[src/sv/ppct_pkg.sv]
// shared types and constants for the pedal percent normalizer
package ppct_pkg;

  localparam int unsigned CFG_W = 12;
  localparam int unsigned PCT_W = 7;
  localparam int unsigned QUOT_W = 7;
  localparam int unsigned SHIFT_W = 3;
  localparam int unsigned IDX_W = 2;

  localparam logic [IDX_W-1:0] REG_SPAN_THR = 2'd0;
  localparam logic [IDX_W-1:0] REG_IDLE_WIN = 2'd1;
  localparam logic [IDX_W-1:0] REG_DEADBAND = 2'd2;
  localparam logic [IDX_W-1:0] REG_FLT_SHIFT = 2'd3;

  localparam logic [CFG_W-1:0] SPAN_THR_RST = 12'd20;
  localparam logic [CFG_W-1:0] IDLE_WIN_RST = 12'd8;
  localparam logic [PCT_W-1:0] DEADBAND_RST = 7'd2;
  localparam logic [SHIFT_W-1:0] FLT_SHIFT_RST = 3'd2;

  typedef enum logic [1:0] {
    S_IDLE,
    S_PREP,
    S_DIV,
    S_FILT
  } state_e;

endpackage

[src/sv/pedal_self_calibrating_percent.sv]
// top level: learned min/max pedal normalizer with low-pass output
//
//  channel | direction | handshake                | payload
//  in      | input     | in_valid_i / in_ready_o  | raw_sample_i
//  out     | output    | out_valid_o / out_ready_i| percent_out_o, signal_ok_o,
//          |           |                          | learned_min_o, learned_max_o
//  cfg     | input     | cfg_we_i                 | cfg_idx_i, cfg_data_i
//
// one item at a time: after a transfer the item passes prep, divide and filter
// when the divide runs, prep and filter otherwise; the serial divider (one
// quotient bit a cycle, 7 bits) does the divide.
// a finished result sits in the output register, so the next item is taken
// while it waits; a result that finds that register still full holds the core.
// reset clears min to all ones, max, filter state and config to defaults.
module pedal_self_calibrating_percent import ppct_pkg::*; #(
  parameter int unsigned SAMPLE_BITS = 12
) (
  input  logic                   clk_i,
  input  logic                   rst_ni,
  input  logic                   in_valid_i,
  output logic                   in_ready_o,
  input  logic [SAMPLE_BITS-1:0] raw_sample_i,
  output logic                   out_valid_o,
  input  logic                   out_ready_i,
  output logic [PCT_W-1:0]       percent_out_o,
  output logic                   signal_ok_o,
  output logic [SAMPLE_BITS-1:0] learned_min_o,
  output logic [SAMPLE_BITS-1:0] learned_max_o,
  input  logic                   cfg_we_i,
  input  logic [IDX_W-1:0]       cfg_idx_i,
  input  logic [CFG_W-1:0]       cfg_data_i
);

  localparam int unsigned NW = SAMPLE_BITS + QUOT_W;
  localparam int unsigned CW = ((SAMPLE_BITS > CFG_W) ? SAMPLE_BITS : CFG_W) + 1;

  state_e state_q, state_d;

  logic [CFG_W-1:0]       span_thr_q, idle_win_q;
  logic [PCT_W-1:0]       deadband_q;
  logic [SHIFT_W-1:0]     flt_shift_q;

  logic [SAMPLE_BITS-1:0] raw_q, min_q, max_q;
  logic                   ok_q, ok_d;
  logic [PCT_W-1:0]       target_q, target_d;
  logic [PCT_W-1:0]       filt_q;
  logic                   primed_q;
  logic                   out_valid_q;
  logic [PCT_W-1:0]       pct_out_q;
  logic                   ok_out_q;
  logic [SAMPLE_BITS-1:0] min_out_q, max_out_q;

  logic                   in_xfer, out_free, load_out, div_start, div_done;
  logic [SAMPLE_BITS-1:0] span, delta;
  logic [NW-1:0]          delta_w, num;
  logic [QUOT_W-1:0]      quot;
  logic [PCT_W-1:0]       result;
  logic                   above_idle;

  assign in_ready_o = (state_q == S_IDLE);
  assign in_xfer    = in_valid_i && in_ready_o;
  assign out_free   = !out_valid_q || out_ready_i;

  assign span    = max_q - min_q;
  assign delta   = raw_q - min_q;
  assign delta_w = NW'(delta);
  assign num     = (delta_w << 6) + (delta_w << 5) + (delta_w << 2);
  assign above_idle = CW'(raw_q) > (CW'(min_q) + CW'(idle_win_q));

  ppct_div #(.SAMPLE_BITS(SAMPLE_BITS)) u_div (
    .clk_i   (clk_i),
    .rst_ni  (rst_ni),
    .start_i (div_start),
    .num_i   (num),
    .den_i   (span),
    .done_o  (div_done),
    .quot_o  (quot)
  );

  ppct_iir u_iir (
    .valid_i    (ok_q),
    .primed_i   (primed_q),
    .filt_i     (filt_q),
    .target_i   (target_q),
    .deadband_i (deadband_q),
    .shift_i    (flt_shift_q),
    .result_o   (result)
  );

  always_comb begin
    state_d   = state_q;
    ok_d      = ok_q;
    target_d  = target_q;
    div_start = 1'b0;
    load_out  = 1'b0;
    unique case (state_q)
      S_IDLE: begin
        if (in_xfer) begin
          state_d = S_PREP;
        end
      end
      S_PREP: begin
        ok_d     = (max_q > min_q) && (CW'(span) >= CW'(span_thr_q));
        target_d = '0;
        if (ok_d && above_idle) begin
          div_start = 1'b1;
          state_d   = S_DIV;
        end else begin
          state_d = S_FILT;
        end
      end
      S_DIV: begin
        if (div_done) begin
          target_d = (quot > 7'd100) ? 7'd100 : quot;
          state_d  = S_FILT;
        end
      end
      S_FILT: begin
        if (out_free) begin
          load_out = 1'b1;
          state_d  = S_IDLE;
        end
      end
      default: state_d = S_IDLE;
    endcase
  end

  always_ff @(posedge clk_i or negedge rst_ni) begin
    if (!rst_ni) begin
      state_q     <= S_IDLE;
      span_thr_q  <= SPAN_THR_RST;
      idle_win_q  <= IDLE_WIN_RST;
      deadband_q  <= DEADBAND_RST;
      flt_shift_q <= FLT_SHIFT_RST;
      min_q       <= '1;
      max_q       <= '0;
      ok_q        <= 1'b0;
      target_q    <= '0;
      filt_q      <= '0;
      primed_q    <= 1'b0;
      out_valid_q <= 1'b0;
    end else begin
      state_q  <= state_d;
      ok_q     <= ok_d;
      target_q <= target_d;
      if (cfg_we_i) begin
        unique case (cfg_idx_i)
          REG_SPAN_THR:  span_thr_q  <= cfg_data_i;
          REG_IDLE_WIN:  idle_win_q  <= cfg_data_i;
          REG_DEADBAND:  deadband_q  <= cfg_data_i[PCT_W-1:0];
          REG_FLT_SHIFT: flt_shift_q <= cfg_data_i[SHIFT_W-1:0];
          default: ;
        endcase
      end
      // widen the learned range on transfer
      if (in_xfer) begin
        if (raw_sample_i < min_q) begin
          min_q <= raw_sample_i;
        end
        if (raw_sample_i > max_q) begin
          max_q <= raw_sample_i;
        end
      end
      if (load_out) begin
        filt_q      <= result;
        primed_q    <= ok_q;
        out_valid_q <= 1'b1;
      end else if (out_ready_i) begin
        out_valid_q <= 1'b0;
      end
    end
  end

  always_ff @(posedge clk_i) begin
    if (in_xfer) begin
      raw_q <= raw_sample_i;
    end
    if (load_out) begin
      pct_out_q <= result;
      ok_out_q  <= ok_q;
      min_out_q <= min_q;
      max_out_q <= max_q;
    end
  end

  assign out_valid_o   = out_valid_q;
  assign percent_out_o = pct_out_q;
  assign signal_ok_o   = ok_out_q;
  assign learned_min_o = min_out_q;
  assign learned_max_o = max_out_q;

endmodule

[src/sv/ppct_div.sv]
// bit-serial restoring divider, one quotient bit per cycle
module ppct_div import ppct_pkg::*; #(
  parameter int unsigned SAMPLE_BITS = 12
) (
  input  logic                     clk_i,
  input  logic                     rst_ni,
  input  logic                     start_i,
  input  logic [SAMPLE_BITS+6:0]   num_i,
  input  logic [SAMPLE_BITS-1:0]   den_i,
  output logic                     done_o,
  output logic [QUOT_W-1:0]        quot_o
);

  localparam int unsigned NW = SAMPLE_BITS + QUOT_W;

  logic [NW-1:0]     rem_q, rem_d;
  logic [NW-1:0]     dvs_q, dvs_d;
  logic [QUOT_W-1:0] quot_q, quot_d;
  logic [2:0]        cnt_q, cnt_d;
  logic              busy_q, busy_d;
  logic              done_q, done_d;
  logic              ge;

  always_comb begin
    ge     = rem_q >= dvs_q;
    rem_d  = rem_q;
    dvs_d  = dvs_q;
    quot_d = quot_q;
    cnt_d  = cnt_q;
    busy_d = busy_q;
    done_d = 1'b0;
    if (start_i) begin
      rem_d  = num_i;
      dvs_d  = {1'b0, den_i, 6'b0};
      quot_d = '0;
      cnt_d  = 3'(QUOT_W - 1);
      busy_d = 1'b1;
    end else if (busy_q) begin
      if (ge) begin
        rem_d = rem_q - dvs_q;
      end
      quot_d = {quot_q[QUOT_W-2:0], ge};
      dvs_d  = dvs_q >> 1;
      cnt_d  = cnt_q - 3'd1;
      if (cnt_q == 3'd0) begin
        busy_d = 1'b0;
        done_d = 1'b1;
      end
    end
  end

  always_ff @(posedge clk_i or negedge rst_ni) begin
    if (!rst_ni) begin
      busy_q <= 1'b0;
      done_q <= 1'b0;
      cnt_q  <= '0;
    end else begin
      busy_q <= busy_d;
      done_q <= done_d;
      cnt_q  <= cnt_d;
    end
  end

  always_ff @(posedge clk_i) begin
    rem_q  <= rem_d;
    dvs_q  <= dvs_d;
    quot_q <= quot_d;
  end

  assign done_o = done_q;
  assign quot_o = quot_q;

endmodule

[src/sv/ppct_iir.sv]
// deadband hold and rounded first-order low-pass step; zero when invalid, target when not yet primed
module ppct_iir import ppct_pkg::*; (
  input  logic               valid_i,
  input  logic               primed_i,
  input  logic [PCT_W-1:0]   filt_i,
  input  logic [PCT_W-1:0]   target_i,
  input  logic [PCT_W-1:0]   deadband_i,
  input  logic [SHIFT_W-1:0] shift_i,
  output logic [PCT_W-1:0]   result_o
);

  logic [SHIFT_W-1:0] sh;
  logic [PCT_W-1:0]   diff;
  logic [11:0]        acc;
  logic [11:0]        stepped;

  always_comb begin
    if (shift_i < 3'd1) begin
      sh = 3'd1;
    end else if (shift_i > 3'd4) begin
      sh = 3'd4;
    end else begin
      sh = shift_i;
    end
    diff = (target_i > filt_i) ? target_i - filt_i : filt_i - target_i;
    acc = ({5'b0, filt_i} << sh) - {5'b0, filt_i} + {5'b0, target_i}
        + (12'd1 << (sh - 3'd1));
    stepped = acc >> sh;
    if (!valid_i) begin
      result_o = '0;
    end else if (!primed_i) begin
      result_o = target_i;
    end else if (diff <= deadband_i) begin
      result_o = filt_i;
    end else begin
      result_o = stepped[PCT_W-1:0];
    end
  end

endmodule

[config.mk]
export PLATFORM = sky130hd
export DESIGN_NAME = pedal_self_calibrating_percent
export DESIGN_NICKNAME = d
export VERILOG_FILES = /design/src/sv/ppct_pkg.sv /design/src/sv/pedal_self_calibrating_percent.sv /design/src/sv/ppct_div.sv /design/src/sv/ppct_iir.sv
export SDC_FILE = /design/constraint.sdc
export NUM_CORES = 1
export LEC_CHECK = 0
export BUFFER_PORTS_ARGS = -buffer_cell sky130_fd_sc_hd__buf_2
export CAP_MARGIN = 0
export CORE_MARGIN = 2
export CORE_UTILIZATION = 68
export DETAILED_ROUTE_END_ITERATION = 16
export PLACE_DENSITY = 0.86
export SYNTH_ARGS = -nofsm -noshare
export SYNTH_HDL_FRONTEND = slang
export SYNTH_SLANG_ARGS = --single-unit
export TNS_END_PERCENT = 5
[constraint.sdc]
create_clock -name clk_i -period 9.11 [get_ports clk_i]
set_input_delay 0.911 -clock clk_i [delete_from_list [all_inputs] [get_ports clk_i]]
set_output_delay 0.911 -clock clk_i [all_outputs]
set_load 0.02 [all_outputs]
; After elaboration in Yosys (flattened, before gate mapping)
; Index checks and enable logic that the tools add are counted.
[classes]
addsub = 13
order_cmp = 11
eq_ne = 9
shifts = 3
n_mux = 33
reduce_logical = 21
[op_table]
columns = op, count
row1 = 2-to-1 mux 19 bit, 3
row2 = 2-to-1 mux 7 bit, 6
row3 = 2-to-1 mux 18 bit, 2
row4 = greater-than comparator 12 bit, 2
row5 = subtractor 12 bit, 2
row6 = adder 18 x 17 -> 19 bit, 1
row7 = adder 19 x 14 -> 19 bit, 1
row8 = greater-or-equal comparator 19 x 18 -> 1 bit, 1
row9 = subtractor 19 x 18 -> 19 bit, 1
row10 = AND reduction 2 bit, 8
row11 = case mux 7 bit (2 select lines), 1
row12 = subtractor 7 bit, 2
row13 = adder 12 x 12 -> 13 bit, 1
row14 = greater-than comparator 12 x 13 -> 1 bit, 1
row15 = 2-to-1 mux 1 bit, 13
row16 = adder 12 bit, 1
row17 = adder 12 x 7 -> 12 bit, 1
row18 = greater-or-equal comparator 12 bit, 1
row19 = less-than comparator 12 bit, 1
row20 = 2-to-1 mux 3 bit, 4
row21 = << shifter 1 x 3 -> 12 bit (first input constant), 1
row22 = << shifter 7 x 3 -> 12 bit, 1
row23 = >> shifter 12 x 3 -> 7 bit, 1
row24 = subtractor 12 x 7 -> 12 bit, 1
row25 = 19 further kinds, 33
[word_totals]
reg_bits = 170
in_bits = 31
out_inout_bits = 34
wordCells = 114

; Depth between registers and ports, before layout
; Gate-level depths: netlist of the first run.
[logic_depth]
word_depth = 11
mapped_depth = 21
mapped_depth_nobuf = 21

; By module
; A second synthesis of the first run with hierarchy kept.
[hier_totals]
hier_cells = 1374
hier_area_um2 = 13210.2
[modules_own_cells]
columns = module, instances, cells_each, area_each_um2, seq_area_each_um2
row1 = pedal_self_calibrating_percent, 1, 715, 7724.9, 3269.4
row2 = ppct_div, 1, 340, 3173.0, 1316.3
row3 = ppct_iir, 1, 319, 2312.2, 0.0

; Least setup slack after synthesis of the first run
; No wires, ideal clock.
[synth_path]
path_type = flip-flop to flip-flop
from = register min_q[1]
to = register u_div.rem_q[0], enable pin
setup_ns = 0.501
arrival_ns = 4.260
t_required_ns = 8.609
slack_ns = 4.350
path_stages_with_launch = 18
n_path_buf = 2
period_less_slack_ns = 4.760
cell_sequence = dfstp_2 -> ha_1 -> a21o_1 -> a21oi_1 -> nor2b_1 -> or4_1 -> a211oi_1 -> a21oi_1 -> xnor2_1 -> ha_1 -> or4_1 -> a21oi_1 -> o31ai_1 -> and4_1 -> buf_6 -> nand3_2 -> buf_2 -> o21ai_0
[synth_between]
elab_chain_len = 8
elab_cells_between_ends = 12
cone_classes = 2 x add/sub / 3 x order compare / 2 x mux / 5 x reduce/logical
[synth_rtl]
columns = item, line
row1 = from (decl), pedal_self_calibrating_percent.sv:43  ; logic [SAMPLE_BITS-1:0] raw_q, min_q, max_q;
row2 = from (signal assigned), pedal_self_calibrating_percent.sv:158  ; min_q <= raw_sample_i;
row3 = subtractor 12 bit, pedal_self_calibrating_percent.sv:64  ; assign span = max_q - min_q;
row4 = greater-or-equal comparator 12 bit, pedal_self_calibrating_percent.sv:103  ; ok_d = (max_q > min_q) && (CW'(span) >= CW'(span_thr_q));
row5 = logical AND 1 bit, pedal_self_calibrating_percent.sv:103
row6 = logical AND 1 bit *, pedal_self_calibrating_percent.sv:105  ; if (ok_d && above_idle) begin
row7 = 2-to-1 mux 1 bit *, pedal_self_calibrating_percent.sv:105
row8 = 2-to-1 mux 1 bit *, pedal_self_calibrating_percent.sv:96  ; unique case (state_q)
row9 = nonzero test 2 bit (no line), n/a
row10 = AND reduction 2 bit (no line) *, n/a
row11 = to (signal assigned), ppct_div.sv:65  ; rem_q <= rem_d;
row12 = to (decl), ppct_div.sv:16  ; logic [NW-1:0] rem_q, rem_d;
; Every way passes the cells marked *; elsewhere a longest branch is shown, timed or not.
; A chain may end at the register's enable or synchronous reset.

; Final worst setup path of the first run
[layout_path]
from = register min_q[1]
to = register u_div.dvs_q[17], enable pin
[layout_between]
elab_chain_len = 7
elab_cells_between_ends = 10
cone_classes = 2 x add/sub / 3 x order compare / 2 x mux / 3 x reduce/logical
[layout_rtl]
columns = item, line
row1 = subtractor 12 bit, pedal_self_calibrating_percent.sv:64
row2 = greater-or-equal comparator 12 bit, pedal_self_calibrating_percent.sv:103
row3 = logical AND 1 bit, pedal_self_calibrating_percent.sv:103
row4 = logical AND 1 bit *, pedal_self_calibrating_percent.sv:105
row5 = 2-to-1 mux 1 bit *, pedal_self_calibrating_percent.sv:105
row6 = 2-to-1 mux 1 bit *, pedal_self_calibrating_percent.sv:96
row7 = nonzero test 2 bit (no line) *, n/a
row8 = to (signal assigned), ppct_div.sv:66  ; dvs_q <= dvs_d;
row9 = to (decl), ppct_div.sv:17  ; logic [NW-1:0] dvs_q, dvs_d;
; Marks and branches as above.

==> results of run 1 <==
## metal layers
metal / vias to the layer above / global-route usage / share of wire
met1: 4906 / 0.3894 / 0.41
met5: - / 0 / 0
met3: 72 / 0.05765 / 0.057
met2: 365 / 0.5451 / 0.50
met4: 0 / 0.1347 / 0.036
li1: 4816 / - / -
## Yosys cell counts (all sizes together), types with 29 or more instances
master,n
nand2,68
a21oi,71
a21o,35
mux2,60
ha,158
nor2,77
xnor2,35
dfrtp,65
inv,160
fa,29
mux2i,37
o21ai,73
edfxtp,75
## worst max-delay path, delay by kind of cell, from the launching register on
kind,cells,cell delay (ps)
DFF,1,580
buffers and inverters,1,140
AOI/OAI and AO/OA,8,1360
and+or+nand+nor,6,2810
adders and majority gates,2,630
## cell families (layout without fill, tap and decap cells)
| logic type | Yosys count | count (layout) | synth area share |
|---|---|---|---|
| other | 2 | 5 | 0.0005683 |
| multiplexers | 98 | 98 | 0.08086 |
| AO/OA/AOI/OAI | 326 | 326 | 0.1679 |
| XOR/XNOR | 62 | 62 | 0.04109 |
| flip-flops | 170 | 170 | 0.3470 |
| AND/OR/NAND/NOR | 276 | 276 | 0.1084 |
| adder cells (fa/ha/maj) | 187 | 187 | 0.1935 |
| buffers and inverters | 198 | 263 | 0.06069 |
## per-stage QoR
stage	utilization	hold slack [ps]	area (µm²)	instances
5_1_grt	0.7578	441.7	14320	1647
3_3_place_gp	0.7264	456.0	13720	1615
6_report	0.7578	414.9	14320	1647
4_1_cts	0.7578	421.8	14320	1647
2_1_floorplan	-	443.2	13230	1322
3_5_place_dp	0.7264	478.5	13720	1615
## cell type report
class                   count  share of cell area
multi-input cells         954              0.5478
flip-flops and latches    170              0.3203
inverters                 162             0.04247
clock buffers              21             0.03373
repair buffers             69             0.02517
well taps                 260             0.02272
clock inverters            11            0.007778
## worst max path at each step
stage	cells after the start	to	slack, ps	startpoint
after global routing	17	u_div.dvs_q[17]	2860	min_q[1]
final	17	u_div.dvs_q[17]	3220	min_q[1]
after global placement	17	u_div.dvs_q[15]	3670	min_q[1]
after detailed placement	17	u_div.dvs_q[15]	3380	min_q[1]
after floorplan	17	u_div.rem_q[0]	4350	min_q[1]
after CTS	17	u_div.dvs_q[10]	3300	min_q[1]
==> flow_summary.yaml, run 1 <==
synthesis:
  synth_ff_type: "edfxtp_1"
  synthCells: 1319
  ys_ff_latch: 170
  synth_top_area_frac: 0.1704
  synth_cell_types: 91
  synth_warnings: 0
  synthTopCellsByArea: "edfxtp_1, ha_1, dfrtp_1"
  synthArstFlopShare: 0.4824
  avgSynthCellArea_um2: 10.02
  yosysSeqAreaShare: 0.3470
  synth_edf_count: 75
  syn_area_um2: 13220
  synth.largest_area_cell: "edfxtp_1"
clock_tree:
  root_buffer: "clkbuf_16"
  htreeDepth: 4
  clkLatencyLatePin_ps: 450
  cts_buffers: 17
  path_clk_slew_ps: 70
  post_cts_buffers: 0
  ctsResizeCount: 0
  cts_tree: "built"
  holdBufCountCts: 0
  clkSinkCount: 170
  cts_buffer_depth: 2
timing:
  max_slew.worst_pin.slew_ps: 939.1
  hold_violations: 0
  setup_violations: 0
  final.min_clock_period_ps: 5890
  finalSetupTns_ps: 0
  finClkSkew_ps: 14.69
  max_freq_mhz: 169.8
  setup_slack_ps: 3220
  finalCritPeriodShare: 0.6465
  relSlewSlack: 0.3687
  rsz0062_at_grt: "false"
  finalMaxSlewViolations: 0
routing:
  num_vias: 10160
  dr.pass1.iters: 5
  via_per_inst: 6.168
  totalWireLength_mm: 31.39
  ant_nets: 0
  first_iter_violations: 817
  drc: 0
  wire_per_inst_um: 19.06
worst_setup_path:
  r2r-end: "u_div.dvs_q[17]"
  worstPathCellList: "inv_1 > ha_1 > nor2b_1 > o21ai_0 > a21oi_1 > o21ai_0 > a21oi_1 > or3_1 > and2_1 > ha_1 > o21ai_0 > o21ai_0 > a22o_1 > a31oi_1 > nor4_2 > nand3_2 > nand2_1"
  cp.arrival_ps: 5970
  r2r_cells: 17
  critPathSlowestCell: "nor4_2"
  max_stage_delay_ps: 850
  critical_path_class: "flop to flop"
  crit_required_ps: 9190
  rrSetupSlack_ps: 3220
  reg2reg_from: "min_q[1]"
  cp-start-kind: "flop"
  crit_path_end_kind: "flop"
  path_max_fanout: 20
  cpMostUsedCell: "o21ai_0"
cells_and_area:
  regMostFlops: "u_div.rem_q"
  synthToLayoutAreaGrowth_pct: 8.341
  fill_cells: 1307
  final_common_cell: "inv_1"
  mostFrequentLayoutCells: "inv_1, ha_1, edfxtp_1, a21oi_1, o21ai_0"
  regArea_um2: 4586
  nNetsFinal: 1592
  top_regs: "u_div.rem_q: 19 flops, u_div.dvs_q: 18 flops"
  multi_input_area_um2: 7844
  insertedDiodeCount: 0
  drive_gt1_frac: 0.1478
  largest_reg_flops: 19
global_route:
  grt_first_pass_wirelength_mm: 50.29
  track_usage: 0.3157
  grt_max_degree: 53
  overflow: 0
  antenna_found_initial: 0
  grt_pass1_vias: 10220
place:
  dp_hpwl_mm: 23.81
  finalWeightedCongestion: 0.9302
  io_buffers: 64
  post-place-ws_ps: 3383
floorplanning:
  core_region_area_um2: 18890
  die_h_um: 143.4
  io_pins: 65
  start_util: 0.6995
  die_area_um2: 20570
  chipWidth_um: 143.4
  rows: 50
hold_path:
  hp-class: "input port to asynchronous set/reset pin"
flow_run:
  cap_viol_max_count: 0
status:
  status: "complete, no violations"
Power of run 1 is left out: the tool's default activity adds up to more than one toggle a clock period on the data nets, which glitch-free logic cannot reach.
==> run 2, diff against run 1 <==
ABC_AREA = 1   (was not set)
CORE_UTILIZATION = 57   (was 68)
PLACE_DENSITY = 0.77   (was 0.86)
clock period = 5.4 ns   (was 9.11 ns; I/O delays follow)
==> run 2 against run 1 <==
Against the previous run:
- wire length grew 7.9%
- global-route usage shrank 3.2 points
- cell count grew 28%
- flip-flop and latch count is the same
- first-iteration DRC count shrank 4.5%
- die area grew 21%
- maximum frequency grew 31%
- critical path depth grew 3
- critical path type unchanged
- critical endpoint is now u_div.rem_q[3]
- largest cell class unchanged
==> flow_summary.yaml, run 2 <==
global_route:
  grtUsageMet1: 0.3475
  grt_pass1_vias: 11330
  globalRouteMet2Util: 0.5014
  grt_use_met3: 0.03860
  overflow: 0
  grt_busiest_layer: "met2"
  track_usage: 0.2834
  grt_max_degree: 75
  antenna_found_initial: 0
  grt_first_pass_wirelength_mm: 55.45
timing:
  max_freq_mhz: 222.8
  hold_violations: 0
  relSlewSlack: 0.3370
  rsz0062_at_grt: "false"
  finalMaxSlewViolations: 0
  final.min_clock_period_ps: 4489
  max_slew.worst_pin.slew_ps: 994.5
  finClkSkew_ps: 13.06
  finalSetupTns_ps: 0
  finalCritPeriodShare: 0.8312
  setup_violations: 0
synthesis:
  synth_common_cells: "nand2_1, inv_1, ha_1"
  synthArstFlopShare: 0.4824
  synthCells: 1717
  synth_ff_type: "edfxtp_1"
  synth.largest_area_cell: "edfxtp_1"
  avgSynthCellArea_um2: 7.845
  synthTopCellsByArea: "edfxtp_1, ha_1, dfrtp_1"
  synth_warnings: 0
  synth_top_area_frac: 0.1672
  yosysSeqAreaShare: 0.3405
  synth_edf_count: 75
  syn_area_um2: 13470
  synth_most_common_cell: "nand2_1"
  ys_ff_latch: 170
  synth_cell_types: 49
floorplanning:
  rows: 56
  core_region_area_um2: 23330
  io_pins: 65
  die_h_um: 157.7
  start_util: 0.5773
  die_area_um2: 24880
  chipWidth_um: 157.7
cells_and_area:
  final_common_cell: "nand2_1"
  synthToLayoutAreaGrowth_pct: 8.946
  drive_gt1_frac: 0.07478
  mostFrequentLayoutCells: "nand2_1, inv_1, ha_1, o21ai_0, a21oi_1"
  nNetsFinal: 1997
  insertedDiodeCount: 0
  top_regs: "u_div.rem_q: 19 flops, u_div.dvs_q: 18 flops"
  multi_input_area_um2: 7541
  largest_reg_flops: 19
  regMostFlops: "u_div.rem_q"
  regArea_um2: 4586
  fill_cells: 2014
  stdcell_count: 2111
hold_path:
  worstHoldStart: "raw_sample_i[0]"
  hp-class: "input port to flop"
worst_setup_path:
  path_max_fanout: 19
  cp.arrival_ps: 4550
  crit_required_ps: 5470
  crit_path_start: "min_q[4]"
  cp-start-kind: "flop"
  reg2reg_from: "min_q[4]"
  critical_path_class: "flop to flop"
  crit_path_end_kind: "flop"
place:
  dp_cells: 2078
  dp_hpwl_mm: 26.05
  finalWeightedCongestion: 0.9502
  io_buffers: 64
routing:
  ant_nets: 0
  drc: 0
  num_vias: 11660
  wire_per_inst_um: 16.04
  via_per_inst: 5.521
  totalWireLength_mm: 33.86
  dr.pass1.iters: 7
  first_iter_violations: 780
clock_tree:
  cts_buffers: 17
  htreeDepth: 4
  cts_tree: "built"
  root_buffer: "clkbuf_16"
  clkSinkCount: 170
  clkLatencyLatePin_ps: 450
  cts_buffer_depth: 2
  ctsResizeCount: 0
  path_clk_slew_ps: 70
status:
  status: "complete, no violations"
flow_run:
  cap_viol_max_count: 0
## run 2: critical path, stage by stage, from the launching register on
cell and delay, ps:
dfstp_2 560, inv_1 90, ha_1 390, a21oi_1 200
o21ai_0 140, nand2_1 80, nand3_1 110, nand2_1 80
nand2_1 50, a21oi_1 150, xor2_1 200, inv_1 70
ha_1 290, nand2_1 100, nor3_1 240, nand2_1 70
nand4_1 90, nand2_2 90, nor2_4 100, nand3_2 290
nand2_1 730
## run 2: repair_timing
| item | in CTS | in global routing |
|---|---|---|
| setup buffers | 0 | 0 |
| hold buffers | 1 | 0 |
| endpoints found under the hold margin | 5 | 0 |
## run 2: cell type report
type,instances,area share
Tap cell,319,0.02720
Clock inverter,13,0.007674
Timing Repair Buffer,74,0.02729
Clock buffer,19,0.03240
Inverter,309,0.07904
Sequential cell,170,0.3125
Multi-Input combinational cell,1207,0.5139
## run 2: kinds of logic after synthesis
kind of cell / synth area share
and+or+nand+nor: 0.2054
buffers and inverters: 0.1005
AOI/OAI and AO/OA: 0.1216
xor gates and xnor gates: 0.04162
DFF: 0.3405
adders and majority gates: 0.1899
other: 0.0005576
## run 2: per-layer routing
metal	wire length, µm	up-vias
li1	-	5735
met1	14330	5449
met2	16480	381
met3	1721	90
met4	1327	0
met5	0	-
## run 2: through the flow
step	setup WS [ps]	instance area, µm²	util	hold WS [ps]
2_1_floorplan	1556	13480	-	244.4
3_3_place_gp	1071	14080	0.6033	369.9
3_5_place_dp	967.9	14080	0.6033	371.9
4_1_cts	939.9	14670	0.6289	295.2
5_1_grt	548.6	14670	0.6289	307.1
6_report	911.3	14670	0.6289	310.5
## run 2: final timing paths
path	endpoint	slack (ps)	depth (start not counted)
worst min register to register	deadband_q[3]	490	2
max in group asynchronous	target_q[1]	3730	3
min in group asynchronous	max_q[10]	460	2
worst max-delay path	u_div.rem_q[3]	910	20
worst min-delay path	raw_q[0]	310	1
worst max register to register	u_div.rem_q[3]	910	20
Power of run 2 is left out for the same reason.
==> run 3, diff against run 2 <==
ABC_AREA = 0   (was 1)
CORE_UTILIZATION = 63   (was 57)
PLACE_DENSITY = 0.81   (was 0.77)
clock period = 4.2 ns   (was 5.4 ns; I/O delays follow)
==> run 3 against run 2 <==
Against the previous run:
- the run now ends with setup timing left
- global-route usage is 4.1 points higher
- core utilization rose by 14 points
- cell count is 16% lower
- final area up 7.7%
- critical path depth rose by 1
==> flow_summary.yaml, run 3 (same netlist as run 1, synthesis figures left out) <==
status:
  status: "finished with violations"
  violations: "setup timing"
clock_tree:
  cts_tree: "built"
  holdBufCountCts: 0
  clkSinkCount: 170
  cts_buffers: 17
  clkLatencyLatePin_ps: 460
  htreeDepth: 4
  cts_buffer_depth: 2
  path_clk_slew_ps: 90
  root_buffer: "clkbuf_16"
timing:
  setup_violations: 67
  hold_ws_ps: 159.1
  finalCritPeriodShare: 1.081
  hold_violations: 0
  max_freq_mhz: 220.3
  final.min_clock_period_ps: 4539
  relSlewSlack: 0.2687
  rsz0062_at_grt: "true"
  finalMaxSlewViolations: 0
  finClkSkew_ps: 17.27
  max_slew.worst_pin.slew_ps: 1097
  setup_slack_ps: -339.3
routing:
  totalWireLength_mm: 36.35
  num_vias: 11220
  dr.pass1.iters: 7
  ant_nets: 0
  drc: 0
  first_iter_violations: 849
  via_per_inst: 6.295
  wire_per_inst_um: 20.39
floorplanning:
  start_util: 0.6469
  die_h_um: 148.8
  io_pins: 65
  die_area_um2: 22150
  core_region_area_um2: 20430
  rows: 52
  chipWidth_um: 148.8
worst_setup_path:
  crit_required_ps: 4380
  cp.arrival_ps: 4720
  worstPathCellList: "ha_4 > inv_2 > fa_2 > a21o_1 > a21oi_2 > buf_4 > buf_4 > buf_4 > buf_4 > xnor2_2 > inv_1 > fa_1 > inv_1 > ha_4 > o21ai_0 > o21a_1 > a21oi_2 > nand3_2 > a31oi_4 > xnor2_1 > mux2i_1"
  path_max_fanout: 3
  r2r_cells: 21
  max_stage_delay_ps: 560
  crit_cells: 21
  critPathSlowestCell: "dfstp_2"
  cpMostUsedCell: "buf_4"
  crit_family: "adder cells"
  crit_buf_inv: 7
  critical_path_class: "flop to flop"
  crit_path_end_kind: "flop"
  cp-start-kind: "flop"
place:
  finalWeightedCongestion: 0.9537
  post-place-ws_ps: -399.3
  io_buffers: 64
  placed_area_um2: 14610
  dp_hpwl_mm: 25.21
cells_and_area:
  stdcell_area_um2: 15810
  insertedDiodeCount: 0
  drive_gt1_frac: 0.2650
  final_common_cell: "inv_1"
  mostFrequentLayoutCells: "inv_1, ha_1, buf_4, edfxtp_1, nand2_1"
  largest_reg_flops: 19
  nNetsFinal: 1718
  regMostFlops: "u_div.rem_q"
  top_regs: "u_div.rem_q: 19 flops, u_div.dvs_q: 18 flops"
  synthToLayoutAreaGrowth_pct: 19.63
global_route:
  track_usage: 0.3248
  grt_first_pass_wirelength_mm: 56.35
  grt_max_degree: 83
  antenna_found_initial: 0
  overflow: 0
  grt_pass1_vias: 11090
hold_path:
  hp-class: "input port to asynchronous set/reset pin"
flow_run:
  cap_viol_max_count: 0
run 3: through the flow:
stage / TNS, ps / util / cells
CTS: -4344 / 0.7611 / 1779
global route: -20490 / 0.7738 / 1783
floorplan: -1204 / - / 1322
finish: -9681 / 0.7738 / 1783
global placement: -6438 / 0.7153 / 1731
detailed placement: -18760 / 0.7153 / 1731
run 3: metal layers:
layer | part of all wire | routed length [µm] | global-route usage
met5 | 0 | 0 | 0
met4 | 0.064 | 2312 | 0.1814
met3 | 0.067 | 2450 | 0.05138
met2 | 0.48 | 17390 | 0.5493
met1 | 0.39 | 14200 | 0.3988
run 3: area by class of cell:
cell class,instances,area (µm²)
clock buffer,17,425.4
clock inverter,15,221.5
fill,1293,4621
inverter,162,608.1
multi-input combinational,956,8265
sequential,170,4589
tap,270,337.8
timing repair buffer,193,1361
run 3: worst paths after layout:
check	slack (ps)	endpoint	start
min in group clk_i	200	span_thr_q[8]	cfg_data_i[8]
max reg2reg	-340	u_div.rem_q[17]	min_q[0]
min reg2reg	490	u_div.done_o	u_div.cnt_q[2]
min	160	flt_shift_q[2]	rst_ni
max	-340	u_div.rem_q[17]	min_q[0]
max in group asynchronous	3250	filt_q[1]	rst_ni
run 3: what timing repair did:
action | CTS | global route
buffers inserted | 14 | 3
endpoints found under the setup margin | 88 | 96
pin swaps | 30 | 40
resized for setup | 40 | 48
gates cloned | 2 | 1
run 3: worst register-to-register path, delay by kind of cell, from the launching register on:
kind | cells | cell delay, ps
adder cells (fa/ha/maj) | 4 | 1350
flip-flops | 1 | 560
buffers and inverters | 7 | 740
multiplexers | 1 | 130
AO/OA/AOI/OAI | 6 | 1050
XOR/XNOR | 2 | 320
AND/OR/NAND/NOR | 1 | 130
Power of run 3 is left out for the same reason.
